$ cat src/rtl/fbfl_pkg.sv
// Package for the fixed block free-list allocator.
// Holds field widths, request and status codes, reset values and the
// command struct shared by the counter unit and the top level.
package fbfl_pkg;

  // Fixed field widths of the request and result channels.
  localparam int KIND_W   = 2;
  localparam int CIDX_W   = 8;
  localparam int REQ_W    = 16;
  localparam int ST_W     = 2;
  localparam int OFFS_W   = 24;
  localparam int CNT_W    = 9;
  localparam int BYTES_W  = 24;
  localparam int CB_W     = 16;

  // Configuration port.
  localparam int CFG_IDX_W  = 1;
  localparam int CFG_DATA_W = 16;

  localparam logic [CFG_IDX_W-1:0] REG_CHUNK_BYTES   = 1'b0;
  localparam logic [CFG_IDX_W-1:0] REG_CHUNKS_IN_USE = 1'b1;

  localparam logic [CB_W-1:0]  CHUNK_BYTES_RESET   = 16'd64;
  localparam logic [CNT_W-1:0] CHUNKS_IN_USE_RESET = 9'd256;

  localparam int DEF_MAX_CHUNKS = 256;

  // Saturation limits of the counters.
  localparam logic [CNT_W-1:0]   CNT_MAX   = '1;
  localparam logic [BYTES_W-1:0] BYTES_MAX = '1;

  // Request kinds.
  localparam logic [KIND_W-1:0] KIND_ALLOC   = 2'd0;
  localparam logic [KIND_W-1:0] KIND_FREE    = 2'd1;
  localparam logic [KIND_W-1:0] KIND_REBUILD = 2'd2;

  // Result status codes.
  localparam logic [ST_W-1:0] ST_OK      = 2'd0;
  localparam logic [ST_W-1:0] ST_EMPTY   = 2'd1;
  localparam logic [ST_W-1:0] ST_TOO_BIG = 2'd2;
  localparam logic [ST_W-1:0] ST_BAD_IDX = 2'd3;

  // Counter update operations.
  localparam logic [1:0] CNT_OP_ALLOC   = 2'd0;
  localparam logic [1:0] CNT_OP_FREE    = 2'd1;
  localparam logic [1:0] CNT_OP_REBUILD = 2'd2;

  typedef struct packed {
    logic       upd;
    logic [1:0] op;
  } cnt_cmd_t;

endpackage

$ cat src/rtl/fbfl_link_mem.sv
// Next-link memory of the free list: one write port and one read port.
// Synchronous read with the read data registered; depends on nothing else.
module fbfl_link_mem #(
  parameter int DEPTH  = 256,
  parameter int IDX_W  = 8,
  parameter int LINK_W = 9
) (
  input  logic              clk,
  input  logic              we,
  input  logic [IDX_W-1:0]  waddr,
  input  logic [LINK_W-1:0] wdata,
  input  logic              re,
  input  logic [IDX_W-1:0]  raddr,
  output logic [LINK_W-1:0] rdata
);

  logic [LINK_W-1:0] mem [DEPTH];
  logic [LINK_W-1:0] rdata_r;

  always_ff @(posedge clk) begin
    if (we) begin
      mem[waddr] <= wdata;
    end
    if (re) begin
      rdata_r <= mem[raddr];
    end
  end

  assign rdata = rdata_r;

endmodule

$ cat src/rtl/fbfl_counters.sv
// Free, live and used-byte counters of the allocator with saturation.
// Uses fbfl_pkg for widths, operation codes and the command struct.
module fbfl_counters (
  input  logic                        clk,
  input  logic                        rst_n,
  input  fbfl_pkg::cnt_cmd_t          cmd,
  input  logic [fbfl_pkg::CNT_W-1:0]  pool_n,
  input  logic [fbfl_pkg::CB_W-1:0]   chunk_bytes,
  output logic [fbfl_pkg::CNT_W-1:0]  free_nxt,
  output logic [fbfl_pkg::CNT_W-1:0]  live_nxt,
  output logic [fbfl_pkg::BYTES_W-1:0] used_nxt
);
  import fbfl_pkg::*;

  logic [CNT_W-1:0]   free_r;
  logic [CNT_W-1:0]   live_r;
  logic [BYTES_W-1:0] used_r;
  logic [BYTES_W:0]   used_sum;
  logic [BYTES_W-1:0] cb_ext;

  assign cb_ext   = BYTES_W'(chunk_bytes);
  assign used_sum = {1'b0, used_r} + {1'b0, cb_ext};

  always_comb begin
    free_nxt = free_r;
    live_nxt = live_r;
    used_nxt = used_r;
    if (cmd.upd) begin
      unique case (cmd.op)
        CNT_OP_ALLOC: begin
          free_nxt = (free_r != '0) ? free_r - 1'b1 : '0;
          live_nxt = (live_r != CNT_MAX) ? live_r + 1'b1 : CNT_MAX;
          used_nxt = used_sum[BYTES_W] ? BYTES_MAX : used_sum[BYTES_W-1:0];
        end
        CNT_OP_FREE: begin
          free_nxt = (free_r != CNT_MAX) ? free_r + 1'b1 : CNT_MAX;
          live_nxt = (live_r != '0) ? live_r - 1'b1 : '0;
          used_nxt = (used_r > cb_ext) ? used_r - cb_ext : '0;
        end
        CNT_OP_REBUILD: begin
          free_nxt = pool_n;
          live_nxt = '0;
          used_nxt = '0;
        end
        default: begin
          free_nxt = free_r;
        end
      endcase
    end
  end

  always_ff @(posedge clk) begin
    if (!rst_n) begin
      free_r <= '0;
      live_r <= '0;
      used_r <= '0;
    end else begin
      free_r <= free_nxt;
      live_r <= live_nxt;
      used_r <= used_nxt;
    end
  end

endmodule

$ cat src/rtl/fixed_block_free_list_allocator.sv
// Top level of the fixed block free-list allocator.
// Depends on fbfl_pkg, fbfl_link_mem and fbfl_counters.
//
// The block hands out equal-sized chunks of a pool, each named by its index.
// Requests arrive on the in_ channel (valid/stall): kind 0 allocates, kind 1
// frees in_chunk_index, kind 2 rebuilds the whole free list. Each request
// gives exactly one result on the out_ channel with a status, the granted
// index and its byte offset, and the free, live and used-byte totals after
// the request. The user writes configuration (chunk size, chunks in use) over
// the cfg_ port only while the block is idle; the block does not enforce it.
//
// One request is worked on at a time. A free, a rejected request or an
// unused kind shows its result in the cycle after acceptance. An allocate
// reads the link of the head on acceptance and completes in S_ALLOC, where
// the registered read data gives the next head. A rebuild writes one link
// entry per cycle for n = min(chunks_in_use, MAX_CHUNKS) entries.
//
// Reset empties the free list and clears the totals; the link memory itself
// is not cleared, since every entry is written before it can be read. The
// result sits in an output register. While the receiver stalls it holds the
// result, and the block takes the next request only once the register is
// being emptied, so back pressure reaches the request side.
module fixed_block_free_list_allocator #(
  parameter int MAX_CHUNKS = fbfl_pkg::DEF_MAX_CHUNKS
) (
  input  logic                             clk,
  input  logic                             rst_n,
  // Request channel.
  input  logic                             in_valid,
  output logic                             in_stall,
  input  logic [fbfl_pkg::KIND_W-1:0]      in_kind,
  input  logic [fbfl_pkg::CIDX_W-1:0]      in_chunk_index,
  input  logic [fbfl_pkg::REQ_W-1:0]       in_request_bytes,
  // Result channel.
  output logic                             out_valid,
  input  logic                             out_stall,
  output logic [fbfl_pkg::ST_W-1:0]        out_status,
  output logic [fbfl_pkg::CIDX_W-1:0]      out_granted_index,
  output logic [fbfl_pkg::OFFS_W-1:0]      out_byte_offset,
  output logic [fbfl_pkg::CNT_W-1:0]       out_free_chunks,
  output logic [fbfl_pkg::CNT_W-1:0]       out_live_allocations,
  output logic [fbfl_pkg::BYTES_W-1:0]     out_used_bytes,
  // Configuration write port.
  input  logic                             cfg_we,
  input  logic [fbfl_pkg::CFG_IDX_W-1:0]   cfg_index,
  input  logic [fbfl_pkg::CFG_DATA_W-1:0]  cfg_data
);
  import fbfl_pkg::*;

  // Chunk index width and link width; the link code MAX_CHUNKS means null.
  localparam int IDX_W  = (MAX_CHUNKS > 1) ? $clog2(MAX_CHUNKS) : 1;
  localparam int LINK_W = $clog2(MAX_CHUNKS + 1);
  localparam logic [LINK_W-1:0] LINK_NULL = LINK_W'(MAX_CHUNKS);
  localparam int PROD_W = IDX_W + CB_W;

  localparam logic [1:0] S_IDLE    = 2'd0;
  localparam logic [1:0] S_ALLOC   = 2'd1;
  localparam logic [1:0] S_REBUILD = 2'd2;

  logic [1:0]         state_r, state_nxt;
  logic [LINK_W-1:0]  head_r, head_nxt;
  logic [CNT_W-1:0]   rbld_cnt_r, rbld_cnt_nxt;
  logic [CB_W-1:0]    chunk_bytes_r;
  logic [CNT_W-1:0]   chunks_in_use_r;
  logic [CNT_W-1:0]   pool_n;

  // Link memory access.
  logic               mem_we;
  logic [IDX_W-1:0]   mem_waddr;
  logic [LINK_W-1:0]  mem_wdata;
  logic               mem_re;
  logic [LINK_W-1:0]  mem_rdata;

  // Counter unit.
  cnt_cmd_t           cnt_cmd;
  logic [CNT_W-1:0]   free_nxt;
  logic [CNT_W-1:0]   live_nxt;
  logic [BYTES_W-1:0] used_nxt;

  // Output register.
  logic               out_valid_r, out_valid_nxt;
  logic               out_load;
  logic [ST_W-1:0]    res_status;
  logic [CIDX_W-1:0]  res_granted;
  logic [OFFS_W-1:0]  res_offset;
  logic [ST_W-1:0]    out_status_r;
  logic [CIDX_W-1:0]  out_granted_r;
  logic [OFFS_W-1:0]  out_offset_r;
  logic [CNT_W-1:0]   out_free_r;
  logic [CNT_W-1:0]   out_live_r;
  logic [BYTES_W-1:0] out_used_r;

  logic               in_accept;
  logic               head_null;
  logic               rbld_last;
  logic [PROD_W-1:0]  offset_prod;

  // Effective pool size, the smaller of chunks_in_use and the built capacity.
  assign pool_n = (32'(chunks_in_use_r) < MAX_CHUNKS) ? chunks_in_use_r
                                                      : CNT_W'(MAX_CHUNKS);

  // New requests are taken only when idle and the output register is free
  // or is being taken by the receiver in this cycle.
  assign in_stall  = (state_r != S_IDLE) || (out_valid_r && out_stall);
  assign in_accept = in_valid && !in_stall;
  assign head_null = (head_r >= LINK_NULL);
  assign rbld_last = (rbld_cnt_r == pool_n - 1'b1);

  // The granted chunk is still the head while the allocate completes.
  assign offset_prod = PROD_W'(head_r[IDX_W-1:0]) * PROD_W'(chunk_bytes_r);

  always_comb begin
    state_nxt    = state_r;
    head_nxt     = head_r;
    rbld_cnt_nxt = rbld_cnt_r;
    mem_we       = 1'b0;
    mem_waddr    = IDX_W'(in_chunk_index);
    mem_wdata    = head_r;
    mem_re       = 1'b0;
    cnt_cmd      = '{upd: 1'b0, op: CNT_OP_ALLOC};
    out_load     = 1'b0;
    res_status   = ST_OK;
    res_granted  = '0;
    res_offset   = '0;

    unique case (state_r)
      S_IDLE: begin
        if (in_accept) begin
          case (in_kind)
            KIND_ALLOC: begin
              if (REQ_W'(in_request_bytes) > chunk_bytes_r) begin
                out_load   = 1'b1;
                res_status = ST_TOO_BIG;
              end else if (head_null) begin
                out_load   = 1'b1;
                res_status = ST_EMPTY;
              end else begin
                // Fetch the link of the head; the pop finishes next cycle.
                mem_re    = 1'b1;
                state_nxt = S_ALLOC;
              end
            end
            KIND_FREE: begin
              out_load = 1'b1;
              if (CNT_W'(in_chunk_index) >= pool_n) begin
                res_status = ST_BAD_IDX;
              end else begin
                mem_we   = 1'b1;
                head_nxt = LINK_W'(in_chunk_index);
                cnt_cmd  = '{upd: 1'b1, op: CNT_OP_FREE};
              end
            end
            KIND_REBUILD: begin
              if (pool_n == '0) begin
                out_load = 1'b1;
                head_nxt = LINK_NULL;
                cnt_cmd  = '{upd: 1'b1, op: CNT_OP_REBUILD};
              end else begin
                rbld_cnt_nxt = '0;
                state_nxt    = S_REBUILD;
              end
            end
            default: begin
              // The unused kind reports the current totals.
              out_load = 1'b1;
            end
          endcase
        end
      end
      S_ALLOC: begin
        out_load    = 1'b1;
        res_granted = CIDX_W'(head_r[IDX_W-1:0]);
        res_offset  = OFFS_W'(offset_prod);
        head_nxt    = mem_rdata;
        cnt_cmd     = '{upd: 1'b1, op: CNT_OP_ALLOC};
        state_nxt   = S_IDLE;
      end
      S_REBUILD: begin
        // Chunk i links to chunk i-1, and chunk 0 ends the list.
        mem_we       = 1'b1;
        mem_waddr    = IDX_W'(rbld_cnt_r);
        mem_wdata    = (rbld_cnt_r == '0) ? LINK_NULL : LINK_W'(rbld_cnt_r - 1'b1);
        rbld_cnt_nxt = rbld_cnt_r + 1'b1;
        if (rbld_last) begin
          head_nxt  = LINK_W'(rbld_cnt_r);
          out_load  = 1'b1;
          cnt_cmd   = '{upd: 1'b1, op: CNT_OP_REBUILD};
          state_nxt = S_IDLE;
        end
      end
      default: begin
        state_nxt = S_IDLE;
      end
    endcase
  end

  assign out_valid_nxt = out_load || (out_valid_r && out_stall);

  fbfl_link_mem #(
    .DEPTH  (MAX_CHUNKS),
    .IDX_W  (IDX_W),
    .LINK_W (LINK_W)
  ) u_link_mem (
    .clk   (clk),
    .we    (mem_we),
    .waddr (mem_waddr),
    .wdata (mem_wdata),
    .re    (mem_re),
    .raddr (head_r[IDX_W-1:0]),
    .rdata (mem_rdata)
  );

  fbfl_counters u_counters (
    .clk         (clk),
    .rst_n       (rst_n),
    .cmd         (cnt_cmd),
    .pool_n      (pool_n),
    .chunk_bytes (chunk_bytes_r),
    .free_nxt    (free_nxt),
    .live_nxt    (live_nxt),
    .used_nxt    (used_nxt)
  );

  // Control state and configuration registers.
  always_ff @(posedge clk) begin
    if (!rst_n) begin
      state_r         <= S_IDLE;
      head_r          <= LINK_NULL;
      rbld_cnt_r      <= '0;
      out_valid_r     <= 1'b0;
      chunk_bytes_r   <= CHUNK_BYTES_RESET;
      chunks_in_use_r <= CHUNKS_IN_USE_RESET;
    end else begin
      state_r     <= state_nxt;
      head_r      <= head_nxt;
      rbld_cnt_r  <= rbld_cnt_nxt;
      out_valid_r <= out_valid_nxt;
      if (cfg_we) begin
        case (cfg_index)
          REG_CHUNK_BYTES:   chunk_bytes_r   <= CB_W'(cfg_data);
          REG_CHUNKS_IN_USE: chunks_in_use_r <= CNT_W'(cfg_data);
          default:           chunk_bytes_r   <= chunk_bytes_r;
        endcase
      end
    end
  end

  // Result payload; it only changes when a new result is loaded.
  always_ff @(posedge clk) begin
    if (out_load) begin
      out_status_r  <= res_status;
      out_granted_r <= res_granted;
      out_offset_r  <= res_offset;
      out_free_r    <= free_nxt;
      out_live_r    <= live_nxt;
      out_used_r    <= used_nxt;
    end
  end

  assign out_valid            = out_valid_r;
  assign out_status           = out_status_r;
  assign out_granted_index    = out_granted_r;
  assign out_byte_offset      = out_offset_r;
  assign out_free_chunks      = out_free_r;
  assign out_live_allocations = out_live_r;
  assign out_used_bytes       = out_used_r;

  // A new result must never overwrite one the receiver has not yet taken.
  a_no_overwrite: assert property (@(posedge clk) disable iff (!rst_n)
    out_load |-> !(out_valid_r && out_stall))
    else $error("result register overwritten while stalled");

  // An allocate only completes from a non-empty list.
  a_alloc_head: assert property (@(posedge clk) disable iff (!rst_n)
    (state_r == S_ALLOC) |-> !head_null)
    else $error("allocate completing with a null head");

  // The link memory is never read and written in the same cycle.
  a_mem_excl: assert property (@(posedge clk) disable iff (!rst_n)
    !(mem_we && mem_re))
    else $error("link memory read and write overlap");

  // At the end of a rebuild the head is the highest chunk written.
  a_rebuild_head: assert property (@(posedge clk) disable iff (!rst_n)
    (state_r == S_REBUILD && rbld_last) |=> (head_r == LINK_W'($past(rbld_cnt_r))))
    else $error("rebuild left a wrong head");

endmodule

$ cat config.mk
export PLATFORM = sky130hd
export DESIGN_NAME = fixed_block_free_list_allocator
export DESIGN_NICKNAME = d
export VERILOG_FILES = /design/src/rtl/fbfl_pkg.sv /design/src/rtl/fbfl_link_mem.sv /design/src/rtl/fbfl_counters.sv /design/src/rtl/fixed_block_free_list_allocator.sv
export SDC_FILE = /design/constraint.sdc
export NUM_CORES = 2
export LEC_CHECK = 0
export BUFFER_PORTS_ARGS = -buffer_cell sky130_fd_sc_hd__buf_2
export CORE_MARGIN = 10
export CORE_UTILIZATION = 25
export DETAILED_ROUTE_END_ITERATION = 10
export HOLD_SLACK_MARGIN = 0.15
export PLACE_DENSITY = 0.47
export SKIP_CTS_REPAIR_TIMING = 1
export SYNTH_ARGS = -nofsm -noshare
export SYNTH_HDL_FRONTEND = slang
export SYNTH_SLANG_ARGS = --single-unit
$ cat constraint.sdc
create_clock -name clk -period 30.6 [get_ports clk]
set_clock_uncertainty 0.05 [all_clocks]
set_input_delay 3.06 -clock clk [delete_from_list [all_inputs] [get_ports clk]]
set_output_delay 3.06 -clock clk [all_outputs]
set_load 0.005 [all_outputs]
==> impl_results.html <==
<table>
<tr><th>Metric</th><th>Value</th></tr>
<tr><th colspan="2">Power</th></tr>
<tr><td>Clock power frac</td><td>41.1%</td></tr>
<tr><td>P per Cell Area</td><td>67.8 mW/mm²</td></tr>
<tr><td>Maximum vdd drop</td><td>0.0000363 V</td></tr>
<tr><td>Total leakage power</td><td>0.0367 µW</td></tr>
<tr><td>Switching power</td><td>1960 µW</td></tr>
<tr><td>Switching part of the total</td><td>24.2%</td></tr>
<tr><td>Internal cell power</td><td>6130 µW</td></tr>
<tr><td>Flop pwr share</td><td>47.5%</td></tr>
<tr><td>Part of the power in combinational logic</td><td>11.4%</td></tr>
<tr><th colspan="2">Placed design</th></tr>
<tr><td>Instance area at placement</td><td>0.110 mm²</td></tr>
<tr><td>Placer's final routability congestion estimate</td><td>0.786</td></tr>
<tr><td>Estimated wirelength of the detail-placed design</td><td>179,000 µm</td></tr>
<tr><td>Cells after DPL</td><td>10,700</td></tr>
<tr><td>Port Buffer Count</td><td>125</td></tr>
<tr><th colspan="2">Route</th></tr>
<tr><td>DRT Pass-1 Iters</td><td>7</td></tr>
<tr><td>Number of routed nets with antenna violations</td><td>0</td></tr>
<tr><td>Vias</td><td>52,300</td></tr>
<tr><td>Routed vias/inst</td><td>4.68</td></tr>
<tr><td>First-iteration detailed-routing DRC count</td><td>4,835</td></tr>
<tr><td>Remaining DRCs</td><td>0</td></tr>
<tr><td>Aggregate routed wire length</td><td>287,000 µm</td></tr>
<tr><td>Per-cell routed wire length</td><td>25.7 µm</td></tr>
<tr><th colspan="2">Floorplanning</th></tr>
<tr><td>Boundary Pins</td><td>126</td></tr>
<tr><td>Overall die height</td><td>662 µm</td></tr>
<tr><td>Initial Util</td><td>25.1%</td></tr>
<tr><td>Site row count</td><td>235</td></tr>
<tr><td>Die extent in x</td><td>662 µm</td></tr>
<tr><td>Core box area</td><td>0.410 mm²</td></tr>
<tr><td>Die outline area</td><td>0.439 mm²</td></tr>
<tr><th colspan="2">Critical path</th></tr>
<tr><td>Critical-path cell list</td><td>buf_4, buf_4, buf_4, buf_4, buf_12, buf_4, mux4_2, mux4_2, mux4_2, mux4_2</td></tr>
<tr><td>Highest net fanout along the worst path</td><td>84</td></tr>
<tr><td>Delay of the slowest cell on the worst path</td><td>880 ps</td></tr>
<tr><td>Slowest cell on the critical path</td><td>sky130_fd_sc_hd__buf_4</td></tr>
<tr><td>Cell repeated most along the worst path</td><td>sky130_fd_sc_hd__buf_4</td></tr>
<tr><td>Setup CP Type</td><td>reg -&gt; reg</td></tr>
<tr><td>Arrival @ worst endpoint</td><td>8240 ps</td></tr>
<tr><td>Family with the most delay on the worst path</td><td>buffers and inverters</td></tr>
<tr><td>Critical Path Start Type</td><td>flip-flop</td></tr>
<tr><td>Capturing element type of the critical path</td><td>flip-flop</td></tr>
<tr><td>Number of buffer and inverter stages on the critical path</td><td>6</td></tr>
<tr><td>Req. time, crit path</td><td>31,140 ps</td></tr>
<tr><th colspan="2">Layout</th></tr>
<tr><td>Layout-stage area growth over the synthesis result</td><td>15.6%</td></tr>
<tr><td>Share of cells above drive strength 1</td><td>24.7%</td></tr>
<tr><td>Finished Layout Cells</td><td>11,200</td></tr>
<tr><td>Final std cell area, no fill</td><td>0.119 mm²</td></tr>
<tr><td>Final net count</td><td>5,762</td></tr>
<tr><td>Number of fill cells in the layout</td><td>40,200</td></tr>
<tr><th colspan="2">Global routing</th></tr>
<tr><td>Number of antenna violations at the first check in global routing</td><td>13</td></tr>
<tr><td>Total GRT Usage</td><td>12.7%</td></tr>
<tr><td>First-pass GRT wire length</td><td>415,000 µm</td></tr>
<tr><td>Overall overflow remaining after global route</td><td>0</td></tr>
<tr><td>Vias in the first global route</td><td>54,300</td></tr>
<tr><td>Maximum number of pins on one net before global-route repair</td><td>185</td></tr>
<tr><th colspan="2">Outcome</th></tr>
<tr><td>Outcome</td><td>finished, final reports clean</td></tr>
<tr><th colspan="2">Timing</th></tr>
<tr><td>Number of hold-slack violations in the final timing report</td><td>0</td></tr>
<tr><td>Share of the clock period used by the worst path after layout</td><td>25.2%</td></tr>
<tr><td>Setup-failing EPs final</td><td>0</td></tr>
<tr><td>Transition time at the pin with the least slew margin</td><td>1350 ps</td></tr>
<tr><td>Unrepaired setup endpoints after global routing</td><td>false</td></tr>
<tr><td>FMAX</td><td>130 MHz</td></tr>
<tr><td>Total negative slack</td><td>0 ps</td></tr>
<tr><td>Max-slew headroom at the worst pin</td><td>9.89%</td></tr>
<tr><td>Max-slew violation count</td><td>0</td></tr>
<tr><td>Period minus WS final</td><td>7700 ps</td></tr>
<tr><td>Worst hold slack after final layout</td><td>452 ps</td></tr>
<tr><th colspan="2">Yosys</th></tr>
<tr><td>Post-synthesis sequential area ratio</td><td>71.2%</td></tr>
<tr><td>Number of flops mapped to enable cells by yosys</td><td>2,389</td></tr>
<tr><td>Syn avg cell area</td><td>19.4 µm²</td></tr>
<tr><td>Leading post-synthesis cells by cell area</td><td>sky130_fd_sc_hd__edfxtp_1, sky130_fd_sc_hd__mux4_2, sky130_fd_sc_hd__dfxtp_1</td></tr>
<tr><td>Count of mapped cells out of synthesis</td><td>5,315</td></tr>
<tr><td>Register bit count reported by yosys</td><td>2,477</td></tr>
<tr><td>Synthesized net count</td><td>5,563</td></tr>
<tr><td>Portion of synthesized cell area occupied by the leading cell type</td><td>69.5%</td></tr>
<tr><td>Predominant post-synthesis flop cell</td><td>sky130_fd_sc_hd__edfxtp_1</td></tr>
<tr><td>Share of flip-flops with an asynchronous set or reset after synthesis</td><td>0%</td></tr>
<tr><td>Synth Cell Area</td><td>0.103 mm²</td></tr>
<tr><td>Warning count from the yosys run</td><td>0</td></tr>
<tr><td>Count of distinct cell types in the synthesized netlist</td><td>87</td></tr>
<tr><td>Biggest area consumer among synthesized cells</td><td>sky130_fd_sc_hd__edfxtp_1</td></tr>
<tr><th colspan="2">CTS</th></tr>
<tr><td>Clock slew at reported path FFs</td><td>70 ps</td></tr>
<tr><td>CTS Root Buffer Type</td><td>sky130_fd_sc_hd__clkbuf_16</td></tr>
<tr><td>Number of clock sinks seen by CTS</td><td>2,477</td></tr>
<tr><td>Depth of the CTS H-tree</td><td>5</td></tr>
<tr><td>Buffer depth of the longest clock path</td><td>4</td></tr>
<tr><td>Clock latency on the worst-skew pair</td><td>850 ps</td></tr>
<tr><td>Inserted Clock Buffers</td><td>282</td></tr>
<tr><td>TritonCTS clock tree</td><td>yes</td></tr>
<tr><th colspan="2">Hold path</th></tr>
<tr><td>Path class of the lowest-slack min-delay path</td><td>reg -&gt; reg</td></tr>
<tr><th colspan="2">Run</th></tr>
<tr><td>Maxcap violations</td><td>0</td></tr>
</table>
[worst min-delay path: stages (launching register included)]
cell	delay, ps
sky130_fd_sc_hd__dfxtp_1	340
sky130_fd_sc_hd__nand2_1	60
sky130_fd_sc_hd__a21oi_1	50
[power groups by stage]
stage / Sequential, µW / Clock [µW] / Combinational (µW)
4_1_cts: 3840 / 3410 / 946
3_3_place_gp: 3910 / 0 / 937
3_5_place_dp: 3910 / 0 / 944
5_1_grt: 3840 / 3540 / 983
6_report: 3840 / 3330 / 920
2_1_floorplan: 3980 / 0 / 564
[Yosys cell counts (17+ instances only)]
cell type                     n
sky130_fd_sc_hd__a211oi_1    22
sky130_fd_sc_hd__a21oi_1    110
sky130_fd_sc_hd__and2_1      75
sky130_fd_sc_hd__and3_1      17
sky130_fd_sc_hd__buf_1       68
sky130_fd_sc_hd__clkbuf_1   211
sky130_fd_sc_hd__dfxtp_1     88
sky130_fd_sc_hd__edfxtp_1  2389
sky130_fd_sc_hd__fa_1        86
sky130_fd_sc_hd__ha_1       114
sky130_fd_sc_hd__inv_1      162
sky130_fd_sc_hd__mux4_2     765
sky130_fd_sc_hd__nand2_1    188
sky130_fd_sc_hd__nand2b_1    30
sky130_fd_sc_hd__nand3_1     41
sky130_fd_sc_hd__nor2_1     455
sky130_fd_sc_hd__nor2b_1     18
sky130_fd_sc_hd__nor3_1      54
sky130_fd_sc_hd__o21ai_0     81
sky130_fd_sc_hd__o31ai_1     19
sky130_fd_sc_hd__xnor2_1     27
sky130_fd_sc_hd__xor2_1      18
[layer usage]
| metal | GRT usage (%) | wire length (µm) | vias up |
|---|---|---|---|
| li1 | - | - | 22000 |
| met1 | 17.7 | 128000 | 28400 |
| met2 | 20.8 | 137000 | 1578 |
| met3 | 1.90 | 15400 | 373 |
| met4 | 2.86 | 6610 | 4 |
| met5 | 0 | 23 | - |
[worst paths after layout]
| kind | start | endpoint | slack [ps] | cells past startpoint |
|---|---|---|---|---|
| worst max-delay path | head_r[0]$_SDFFE_PN0P_ | u_link_mem.rdata[6]$_DFFE_PP_ | 22900 | 10 |
| worst min-delay path | chunks_in_use_r[7]$_SDFFE_PN0P_ | chunks_in_use_r[7]$_SDFFE_PN0P_ | 450 | 2 |
| worst max register to register | head_r[0]$_SDFFE_PN0P_ | u_link_mem.rdata[6]$_DFFE_PP_ | 22900 | 10 |
| worst min register to register | chunks_in_use_r[7]$_SDFFE_PN0P_ | chunks_in_use_r[7]$_SDFFE_PN0P_ | 450 | 2 |
[cell usage in the layout, fill, tap and decap left out, drive strengths merged, types with 6 or more instances in the layout]
cell,netlist,routed
edfxtp,2389,2389
mux4,765,765
nor2,456,456
clkbuf,212,347
buf,86,213
nand2,188,188
inv,163,171
ha,114,114
a21oi,111,111
clkinv,4,103
dfxtp,88,88
fa,86,86
o21ai,83,83
and2,75,75
nor3,54,54
nand3,41,41
nand2b,30,30
xnor2,27,27
bufinv,0,26
a211oi,23,23
o31ai,19,19
xor2,18,18
nor2b,18,18
and3,17,17
a21o,15,15
nor4,15,15
o21a,14,14
a31oi,14,14
o22ai,13,13
clkinvlp,0,13
a22o,13,13
or3,12,12
a221o,11,11
o221ai,11,11
nand4,11,11
o211ai,10,10
a221oi,10,10
or2,6,6
or4,6,6
o32ai,6,6
[registers in the layout, summed over array words and instances, names as in the netlist]
register,cells
u_counters.live_r,9
out_used_bytes,24
out_live_allocations,9
u_link_mem.mem,2304
chunks_in_use_r,9
out_valid,1
out_free_chunks,9
rbld_cnt_r,9
u_counters.used_r,24
chunk_bytes_r,16
u_counters.free_r,9
head_r,9
state_r,2
out_granted_index,8
out_status,2
out_byte_offset,24
u_link_mem.rdata,9
[through the flow]
stage               power [µW]  utilization (%)  worst slack, ps
floorplan                 4540                -            16770
global placement          4850             26.9            22540
detailed placement        4860             26.9            22480
CTS                       8200             29.1            22480
global route              8370             29.1            22140
finish                    8090             29.1            22900
[cell families after synthesis]
| kind of cell | after synthesis | share of synthesized area [%] |
|---|---|---|
| DFF | 2477 | 71.2 |
| and+or+nand+nor | 945 | 4.12 |
| xor gates and xnor gates | 45 | 0.382 |
| AOI/OAI and AO/OA | 413 | 2.71 |
| muxes | 770 | 16.8 |
| adders and majority gates | 200 | 3.05 |
| buffers and inverters | 465 | 1.74 |
[area by class of cell]
class	count	area, µm²	area share (%)
multi-input combinational	2373	28000	23.5
tap	5451	6820	5.72
sequential	2477	73500	61.6
clock inverter	146	1470	1.23
clock buffer	347	7500	6.29
antenna	5	12.5	0.0105
timing repair buffer	213	1320	1.11
inverter	167	637	0.534
Power figures use the tool's default switching activity.
